File: src/sv/arrs_pkg.sv
// Shared types, codes and helpers for the atomic register replica step block.
// Used by arrs_in_stage, arrs_engine and atomic_register_replica_step_top.
package arrs_pkg;

	localparam int MAX_CLIENTS = 16;
	localparam int CIDX_W      = 4;
	localparam int CFG_W       = 7;
	localparam int CFG_IDX_W   = 1;
	localparam int WORD_W      = 32;
	localparam int SEEN_CNT_W  = 5;
	localparam int RCNT_W      = 8;

	localparam int IN_DATA_W   = 136;
	localparam int IN_USER_W   = 2;
	localparam int OUT_DATA_W  = 144;
	localparam int OUT_USER_W  = 4;
	localparam int OUT_PAD_W   = OUT_DATA_W - (4 * WORD_W + SEEN_CNT_W + 1 + CIDX_W);

	localparam logic [CFG_W-1:0] NUM_SERVERS_RST  = 7'd3;
	localparam logic [CFG_W-1:0] MAX_FAILURES_RST = 7'd1;

	typedef enum logic [CFG_IDX_W-1:0] {
		REG_NUM_SERVERS  = 1'b0,
		REG_MAX_FAILURES = 1'b1
	} cfg_reg_t;

	typedef enum logic [1:0] {
		OP_WRITE = 2'd0,
		OP_READ  = 2'd1,
		OP_RELAY = 2'd2
	} op_t;

	typedef enum logic [1:0] {
		KIND_ACK       = 2'd0,
		KIND_RELAY     = 2'd1,
		KIND_ECHO      = 2'd2,
		KIND_RELAY_ACK = 2'd3
	} kind_t;

	typedef struct packed {
		logic [1:0]        operation;
		logic [WORD_W-1:0] tag_ts;
		logic [WORD_W-1:0] data_value;
		logic [WORD_W-1:0] prev_value;
		logic [CIDX_W-1:0] client_index;
		logic              client_known;
		logic [WORD_W-1:0] op_counter;
	} item_t;

	typedef struct packed {
		kind_t                 reply_kind;
		logic                  ack_is_write;
		logic [WORD_W-1:0]     out_ts;
		logic [WORD_W-1:0]     out_value;
		logic [WORD_W-1:0]     out_prev_value;
		logic [SEEN_CNT_W-1:0] seen_count;
		logic                  secured;
		logic                  initiator_flag;
		logic [CIDX_W-1:0]     target_client;
		logic [WORD_W-1:0]     out_op_counter;
	} result_t;

	function automatic logic [SEEN_CNT_W-1:0] popcount(input logic [MAX_CLIENTS-1:0] bits);
		logic [SEEN_CNT_W-1:0] n;
		n = '0;
		for (int i = 0; i < MAX_CLIENTS; i++) begin
			n = n + SEEN_CNT_W'(bits[i]);
		end
		return n;
	endfunction

endpackage

File: src/sv/arrs_in_stage.sv
// Input register stage of the replica step block: holds one accepted message.
// Depends on arrs_pkg for the message type.
module arrs_in_stage
	import arrs_pkg::*;
(
	input  logic  clk,
	input  logic  arst_n,
	input  logic  in_valid,
	output logic  in_ready,
	input  item_t in_item,
	input  logic  advance,
	output logic  valid_s1,
	output item_t item_s1
);

	logic take;

	assign in_ready = !valid_s1 || advance;
	assign take     = in_valid && in_ready;

	always_ff @(posedge clk or negedge arst_n) begin
		if (!arst_n) begin
			valid_s1 <= 1'b0;
		end else if (take) begin
			valid_s1 <= 1'b1;
		end else if (advance) begin
			valid_s1 <= 1'b0;
		end
	end

	always_ff @(posedge clk) begin
		if (take) begin
			item_s1 <= in_item;
		end
	end

endmodule

File: src/sv/arrs_engine.sv
// Replica state and combinational decision logic: stored tag, seen set, secured flag,
// per-client relay tables. Depends on arrs_pkg.
module arrs_engine
	import arrs_pkg::*;
(
	input  logic             clk,
	input  logic             arst_n,
	input  logic             fire,
	input  item_t            item,
	input  logic [CFG_W-1:0] num_servers,
	input  logic [CFG_W-1:0] max_failures,
	output logic             has_result,
	output result_t          result
);

	logic [WORD_W-1:0]      st_ts_q;
	logic [WORD_W-1:0]      st_val_q;
	logic [WORD_W-1:0]      st_prev_q;
	logic [MAX_CLIENTS-1:0] seen_q;
	logic                   sec_q;
	logic [WORD_W-1:0]      rts_q  [MAX_CLIENTS];
	logic [RCNT_W-1:0]      rcnt_q [MAX_CLIENTS];

	logic [CIDX_W-1:0]      c;
	logic                   accepted;
	logic                   client_op;
	logic [MAX_CLIENTS-1:0] bit_c;
	logic [CFG_W-1:0]       fail;
	logic                   newer;
	logic                   same;
	logic [WORD_W-1:0]      ts_n;
	logic [WORD_W-1:0]      val_n;
	logic [WORD_W-1:0]      prev_n;
	logic [WORD_W-1:0]      rts_c;
	logic [RCNT_W-1:0]      rcnt_c;
	logic [MAX_CLIENTS-1:0] seen_w;
	logic                   sec_w;
	logic [SEEN_CNT_W-1:0]  cnt_w;
	logic [11:0]            span;
	logic                   relay_go;
	logic [MAX_CLIENTS-1:0] seen_r;
	logic [SEEN_CNT_W-1:0]  cnt_r;
	logic                   match;
	logic [RCNT_W-1:0]      rcnt_inc;
	logic                   quorum;

	logic [MAX_CLIENTS-1:0] seen_d;
	logic                   sec_d;
	logic                   rts_we;
	logic                   rcnt_we;
	logic [RCNT_W-1:0]      rcnt_d;

	assign c         = item.client_index;
	assign accepted  = item.client_known && (32'(c) < MAX_CLIENTS);
	assign client_op = (item.operation == OP_WRITE) || (item.operation == OP_READ);
	assign bit_c     = MAX_CLIENTS'(1) << c;
	assign fail      = (max_failures == '0) ? CFG_W'(1) : max_failures;
	assign newer     = st_ts_q < item.tag_ts;
	assign same      = st_ts_q == item.tag_ts;
	assign ts_n      = newer ? item.tag_ts : st_ts_q;
	assign val_n     = newer ? item.data_value : st_val_q;
	assign prev_n    = newer ? item.prev_value : st_prev_q;
	assign rts_c     = rts_q[c];
	assign rcnt_c    = rcnt_q[c];

	// client path: quotient test rewritten as N >= 2F and N < (seen + 2) * F
	assign seen_w   = (newer ? '0 : seen_q) | bit_c;
	assign sec_w    = newer ? 1'b0 : sec_q;
	assign cnt_w    = popcount(seen_w);
	assign span     = 12'(cnt_w + SEEN_CNT_W'(2)) * 12'(fail);
	assign relay_go = ({1'b0, num_servers} >= {fail, 1'b0}) && (12'(num_servers) < span)
		&& !sec_w && (rts_c < ts_n);

	// relay path
	assign seen_r   = newer ? bit_c : (same ? (seen_q | bit_c) : seen_q);
	assign cnt_r    = popcount(seen_r);
	assign match    = rts_c == item.tag_ts;
	assign rcnt_inc = (rcnt_c == '1) ? rcnt_c : rcnt_c + RCNT_W'(1);
	assign quorum   = (fail <= num_servers) && (rcnt_inc >= RCNT_W'(num_servers - fail));

	always_comb begin
		has_result             = 1'b0;
		result.reply_kind      = KIND_ACK;
		result.ack_is_write    = 1'b0;
		result.out_ts          = ts_n;
		result.out_value       = val_n;
		result.out_prev_value  = prev_n;
		result.seen_count      = '0;
		result.secured         = 1'b0;
		result.initiator_flag  = 1'b0;
		result.target_client   = c;
		result.out_op_counter  = item.op_counter;
		seen_d                 = seen_r;
		sec_d                  = sec_q;
		rts_we                 = 1'b0;
		rcnt_we                = 1'b0;
		rcnt_d                 = rcnt_inc;
		if (client_op) begin
			seen_d     = seen_w;
			sec_d      = sec_w;
			has_result = 1'b1;
			if (relay_go) begin
				rts_we            = 1'b1;
				rcnt_we           = 1'b1;
				rcnt_d            = RCNT_W'(1);
				result.reply_kind = KIND_RELAY;
			end else begin
				result.reply_kind   = KIND_ACK;
				result.ack_is_write = item.operation == OP_WRITE;
				result.seen_count   = cnt_w;
				result.secured      = sec_w;
			end
		end else if (match) begin
			rcnt_we = 1'b1;
			if (quorum) begin
				if (newer || same) begin
					sec_d = 1'b1;
				end
				has_result            = 1'b1;
				result.reply_kind     = KIND_RELAY_ACK;
				result.seen_count     = cnt_r;
				result.secured        = (newer || same) ? 1'b1 : sec_q;
				result.initiator_flag = 1'b1;
			end
		end else if (rts_c < item.tag_ts) begin
			has_result            = 1'b1;
			result.reply_kind     = KIND_ECHO;
			result.out_ts         = item.tag_ts;
			result.out_value      = item.data_value;
			result.out_prev_value = item.prev_value;
		end
		if (!accepted) begin
			has_result = 1'b0;
		end
	end

	always_ff @(posedge clk or negedge arst_n) begin
		if (!arst_n) begin
			st_ts_q   <= '0;
			st_val_q  <= '0;
			st_prev_q <= '0;
			seen_q    <= '0;
			sec_q     <= 1'b0;
			for (int i = 0; i < MAX_CLIENTS; i++) begin
				rts_q[i]  <= '0;
				rcnt_q[i] <= '0;
			end
		end else if (fire && accepted) begin
			st_ts_q   <= ts_n;
			st_val_q  <= val_n;
			st_prev_q <= prev_n;
			seen_q    <= seen_d;
			sec_q     <= sec_d;
			if (rts_we) begin
				rts_q[c] <= ts_n;
			end
			if (rcnt_we) begin
				rcnt_q[c] <= rcnt_d;
			end
		end
	end

endmodule

File: src/sv/atomic_register_replica_step_top.sv
// Replica server step of a fast-read atomic register: one decoded message in, at most
// one reply out. A message is registered in the input stage on acceptance, decided
// combinationally against the stored tag and the per-client relay tables, and its reply
// is registered in the reply register when the message leaves the input stage. One
// message is taken every cycle while the reply side keeps up; the stored state is read
// and rewritten within that cycle, which sets the rate. With the receiver stalled, the
// input stalls once the input and reply registers both hold a transaction. Messages
// from unknown clients give no reply and change nothing.
// Depends on arrs_pkg, arrs_in_stage and arrs_engine.
module atomic_register_replica_step_top
	import arrs_pkg::*;
(
	input  logic                  clk,
	input  logic                  arst_n,
	input  logic                  cfg_we,
	input  logic [CFG_IDX_W-1:0]  cfg_index,
	input  logic [CFG_W-1:0]      cfg_data,
	input  logic                  s_axis_tvalid,
	output logic                  s_axis_tready,
	// tag_ts, data_value, prev_value, client_index, client_known, op_counter, zero pad
	input  logic [IN_DATA_W-1:0]  s_axis_tdata,
	// operation
	input  logic [IN_USER_W-1:0]  s_axis_tuser,
	output logic                  m_axis_tvalid,
	input  logic                  m_axis_tready,
	// out_ts, out_value, out_prev_value, seen_count, secured, target_client,
	// out_op_counter, zero pad
	output logic [OUT_DATA_W-1:0] m_axis_tdata,
	// reply_kind, ack_is_write, initiator_flag
	output logic [OUT_USER_W-1:0] m_axis_tuser
);

	logic [CFG_W-1:0] num_servers_q;
	logic [CFG_W-1:0] max_failures_q;
	item_t            in_item;
	item_t            item_s1;
	logic             valid_s1;
	logic             advance;
	logic             has_result;
	result_t          result;
	logic             out_valid_q;
	result_t          out_q;

	assign in_item.operation    = s_axis_tuser[1:0];
	assign in_item.tag_ts       = s_axis_tdata[31:0];
	assign in_item.data_value   = s_axis_tdata[63:32];
	assign in_item.prev_value   = s_axis_tdata[95:64];
	assign in_item.client_index = s_axis_tdata[99:96];
	assign in_item.client_known = s_axis_tdata[100];
	assign in_item.op_counter   = s_axis_tdata[132:101];

	always_ff @(posedge clk or negedge arst_n) begin
		if (!arst_n) begin
			num_servers_q  <= NUM_SERVERS_RST;
			max_failures_q <= MAX_FAILURES_RST;
		end else if (cfg_we) begin
			unique case (cfg_index)
				REG_NUM_SERVERS:  num_servers_q  <= cfg_data;
				REG_MAX_FAILURES: max_failures_q <= cfg_data;
				default: ;
			endcase
		end
	end

	assign advance = valid_s1 && (!out_valid_q || m_axis_tready);

	arrs_in_stage u_in_stage (
		.clk      (clk),
		.arst_n   (arst_n),
		.in_valid (s_axis_tvalid),
		.in_ready (s_axis_tready),
		.in_item  (in_item),
		.advance  (advance),
		.valid_s1 (valid_s1),
		.item_s1  (item_s1)
	);

	arrs_engine u_engine (
		.clk          (clk),
		.arst_n       (arst_n),
		.fire         (advance),
		.item         (item_s1),
		.num_servers  (num_servers_q),
		.max_failures (max_failures_q),
		.has_result   (has_result),
		.result       (result)
	);

	always_ff @(posedge clk or negedge arst_n) begin
		if (!arst_n) begin
			out_valid_q <= 1'b0;
		end else if (advance) begin
			out_valid_q <= has_result;
		end else if (m_axis_tready) begin
			out_valid_q <= 1'b0;
		end
	end

	always_ff @(posedge clk) begin
		if (advance && has_result) begin
			out_q <= result;
		end
	end

	assign m_axis_tvalid = out_valid_q;
	assign m_axis_tdata  = {{OUT_PAD_W{1'b0}}, out_q.out_op_counter, out_q.target_client,
		out_q.secured, out_q.seen_count, out_q.out_prev_value, out_q.out_value,
		out_q.out_ts};
	assign m_axis_tuser  = {out_q.initiator_flag, out_q.ack_is_write, out_q.reply_kind};

`ifndef ASSERT_OFF
	a_stall_only_on_full: assert property (@(posedge clk) disable iff (!arst_n)
		!s_axis_tready |-> (out_valid_q && !m_axis_tready && valid_s1))
		else $error("input stalled while result register free");

	a_initiator_kind: assert property (@(posedge clk) disable iff (!arst_n)
		out_valid_q |-> (out_q.initiator_flag == (out_q.reply_kind == KIND_RELAY_ACK)))
		else $error("initiator flag disagrees with reply kind");

	a_write_ack_kind: assert property (@(posedge clk) disable iff (!arst_n)
		(out_valid_q && out_q.ack_is_write) |-> (out_q.reply_kind == KIND_ACK))
		else $error("write flag on a non-direct reply");

	a_result_follows_item: assert property (@(posedge clk) disable iff (!arst_n)
		$rose(out_valid_q) |-> $past(valid_s1))
		else $error("result without a staged message");
`endif

endmodule
File: config.mk
export PLATFORM = sky130hd
export DESIGN_NAME = atomic_register_replica_step_top
export DESIGN_NICKNAME = d
export VERILOG_FILES = /design/src/sv/arrs_pkg.sv /design/src/sv/arrs_in_stage.sv /design/src/sv/arrs_engine.sv /design/src/sv/atomic_register_replica_step_top.sv
export SDC_FILE = /design/constraint.sdc
export NUM_CORES = 2
export LEC_CHECK = 0
export ABC_AREA = 1
export BUFFER_PORTS_ARGS = -buffer_cell sky130_fd_sc_hd__buf_2
export CAP_MARGIN = 20
export CELL_PAD_IN_SITES_DETAIL_PLACEMENT = 1
export CELL_PAD_IN_SITES_GLOBAL_PLACEMENT = 1
export CORE_MARGIN = 8
export CORE_UTILIZATION = 37
export DETAILED_ROUTE_END_ITERATION = 6
export PLACE_DENSITY = 0.66
export RECOVER_POWER = 50
export SLEW_MARGIN = 20
export SYNTH_ARGS = -nofsm -noshare
export SYNTH_HDL_FRONTEND = slang
export SYNTH_HIERARCHICAL = 1
export SYNTH_SLANG_ARGS = --single-unit
File: constraint.sdc
create_clock -name clk -period 11.9 [get_ports clk]
set_input_delay 0.595 -clock clk [delete_from_list [all_inputs] [get_ports clk]]
set_output_delay 0.595 -clock clk [all_outputs]
set_load 0.01 [all_outputs]
==> impl_metrics.yaml <==
critical_path:
  critPathKind: "reg2reg"
  crit_path_end_kind: "flip-flop"
  critPathMostFrequentCell: "nand2_1"
  crit_start: "u_in_stage/item_s1[116]$_DFFE_PP_"
  arrival_ps: 11840
  crit_required_ps: 12550
  critPathMaxStageDelay_ps: 610
  rrSetupSlack_ps: 720
  worst-path-max-fanout: 32
  critPathLaunchType: "flip-flop"
  worst_path_max_delay_cell: "edfxtp_1"
  r2r_end: "u_engine/rts_q[57]$_DFFE_PN0P_"
  r2r-start: "u_in_stage/item_s1[116]$_DFFE_PP_"
  r2r_cells: 50
route:
  drtIter0Drc: 3158
  ant_nets: 0
  routed_wl_mm: 175.2
  vias: 40280
  wl_met3_mm: 9.524
  dr.pass1.iters: 5
  highest_layer: "met5"
  wl_per_cell_um: 23.23
  viasPerCell: 5.341
  wirelength_met1_mm: 77.79
  drc: 0
  wl_met2_mm: 83.40
global_routing:
  antenna_found_initial: 10
  grt.total_usage_pct: 23.55
  grt_max_degree: 172
  grt-ovfl-total: 0
  grt_pass1_wl_mm: 267.8
  grt_pass1_vias: 42170
power_and_ir_drop:
  p_per_area_nw_per_um2: 228.9
  leakagePower_nw: 27.74
  power.total_mw: 13.09
  vdd_ir_drop_max_mv: 0.1210
timing:
  period_share_pct: 93.99
  timing.final.ws_setup_ps: 715.4
  timing.final.max_slew_violations: 926
  setup_violations: 0
  relSlewSlack_pct: -205.3
  timing.fmax_ghz: 0.08941
  hold_slack_ps: 53.80
  hold_violations: 0
  tightest_slew_ps: 4579
  rsz0062_at_grt: "true"
  skew_ps: 35.79
  finalCriticalPeriod_ps: 11180
status:
  violations: "capacitance limit, slew limit"
  outcome: "finished with violations"
logic_synthesis:
  syn_avg_cell_area_um2: 9.176
  syn_inst: 5433
  synth_top_area_share_pct: 38.45
  syn_area_um2: 49850
  yosysWarnings: 6
  synth_top_cells_by_area: "dfrtp_1, nand2_1, edfxtp_1, a22oi_1, ha_1"
  yosys.area.top_type: "dfrtp_1"
  ys_types: 54
  synth_seq_cells: 1046
  ys_seq_area_share_pct: 55.29
floorplan:
  io_pins: 301
  initial_core_util_pct: 37.31
  fp.dieH_um: 383.1
  core_area_um2: 133600
  die-area_um2: 146700
  rows: 134
  die_w_um: 383.1
cells_and_area:
  area_growth_pct: 14.72
  fill_cells: 15370
  layout.nets: 6022
  final_cell_mix: "nand2_1, dfrtp_1, a22oi_1"
  final_cells: 7541
  drive_gt1_share_pct: 8.255
  mostFrequentLayoutCell: "nand2_1"
cts:
  clock-sinks: 1046
  path_clk_slew_ps: 60
  cts_inserted_buffers: 114
  root_buffer: "clkbuf_16"
  cts_tree: "built"
  worstSkewPairLatency_ps: 740
  h-tree-depth: 3
  clockBufferDepth: 3
job:
  cap_violations: 12
placement:
  hpwl_mm: 106.3
  pre_cts_ws_ps: 645.3
  place_inst: 7238
  gp_congestion: 0.8181
  io_buffers: 291
hold_path:
  hold_start: "s_axis_tdata[14]"
  hold_depth: 1
  min_to: "u_in_stage/item_s1[115]$_DFFE_PP_"
  holdCritPathClass: "in2reg"
-- synth_stat cells (all sizes together) --
cell,n
nand2,2264
dfrtp,766
a22oi,321
o21ai,282
edfxtp,277
inv,248
a21oi,197
buf,188
nand3,185
clkbuf,174
ha,154
nor2,94
mux2i,64
fa,41
or2,32
or4,31
nand4,21
o311ai,11
xor2,11
xnor2,10
nor3,8
nor4,7
o31ai,6
clkinv,5
o21a,5
a21boi,4
a21o,4
a31oi,3
dfstp,3
o21bai,3
a2111oi,2
a211oi,2
o221ai,2
o22ai,2
a211o,1
a31o,1
and3,1
conb,1
nor3b,1
o211ai,1
-- what timing repair did --
item,4_1_cts,5_1_grt
hold buffers,89,0
endpoints found under the hold margin,164,0
endpoints found under the setup margin,0,564
resized for setup,0,17
buffers inserted,0,1
-- registers in the layout, summed over array words and instances (netlist names) --
| register | cells |
|---|---|
| m_axis_tdata | 138 |
| m_axis_tuser | 4 |
| m_axis_tvalid | 1 |
| max_failures_q | 7 |
| num_servers_q | 7 |
| u_engine/rcnt_q | 128 |
| u_engine/rts_q | 512 |
| u_engine/sec_q | 1 |
| u_engine/seen_q | 16 |
| u_engine/st_prev_q | 32 |
| u_engine/st_ts_q | 32 |
| u_engine/st_val_q | 32 |
| u_in_stage/item_s1 | 135 |
| u_in_stage/valid_s1 | 1 |
-- report_power, final --
| group | switching [mW] | total [mW] | internal [mW] |
|---|---|---|---|
| sequential | 0.568 | 5.32 | 4.75 |
| clock | 1.50 | 3.49 | 1.99 |
| combinational | 2.88 | 4.28 | 1.40 |
| total | 4.95 | 13.1 | 8.14 |
-- worst max path at each step --
stage / cells after the start / end / slack (ps)
after CTS: 49 / u_engine/rcnt_q[30]$_DFFE_PN0P_ / 610
final: 50 / u_engine/rts_q[57]$_DFFE_PN0P_ / 720
after floorplan: 25 / m_axis_tdata[0]$_DFFE_PP_ / 1650
after global routing: 50 / u_engine/rcnt_q[98]$_DFFE_PN0P_ / -60
after global placement: 49 / u_engine/rts_q[261]$_DFFE_PN0P_ / 850
after detailed placement: 49 / u_engine/rcnt_q[30]$_DFFE_PN0P_ / 650
-- routing by layer --
layer / track usage [%] / vias up
li1: - / 18410
met1: 32.06 / 20610
met2: 38.97 / 1005
met3: 3.962 / 255
met4: 6.256 / 2
met5: 0 / -
-- cell type report --
cell class,instances,area [um2],share of cell area (%)
sequential,1046,27570,48.20
multi-input combinational,3777,19640,34.34
clock buffer,161,3193,5.584
timing repair buffer,484,3187,5.573
tap,1768,2212,3.868
inverter,253,960.9,1.680
clock inverter,45,414.1,0.7242
antenna,7,17.52,0.03063
-- cells by family after synthesis --
family                     Yosys count  share of synthesized area, %
and+or+nand+nor                   2644                         21.36
AOI/OAI and AO/OA                  847                         10.38
buffers and inverters              615                         5.773
DFF                               1046                         55.29
muxes                               64                         1.285
xor gates and xnor gates            21                        0.3840
other                                1                      0.007522
adders and majority gates          195                         5.512
-- through the flow --
stage,instance area [um2],setup TNS (ps),utilization [%]
after CTS,57330,0,42.90
after detailed placement,52830,0,39.54
after global routing,57180,-822.8,42.79
final,57190,0,42.80
after global placement,52830,0,39.54
after floorplan,49870,0,-
-- critical path: cells and delay by family, from the launching register on --
kind	cells	cell delay (ps)
AO/OA/AOI/OAI	5	810
flip-flops	1	610
AND/OR/NAND/NOR	22	2770
adder cells (fa/ha/maj)	12	5150
buffers and inverters	10	1430
XOR/XNOR	1	230
Power figures use the tool's default switching activity.
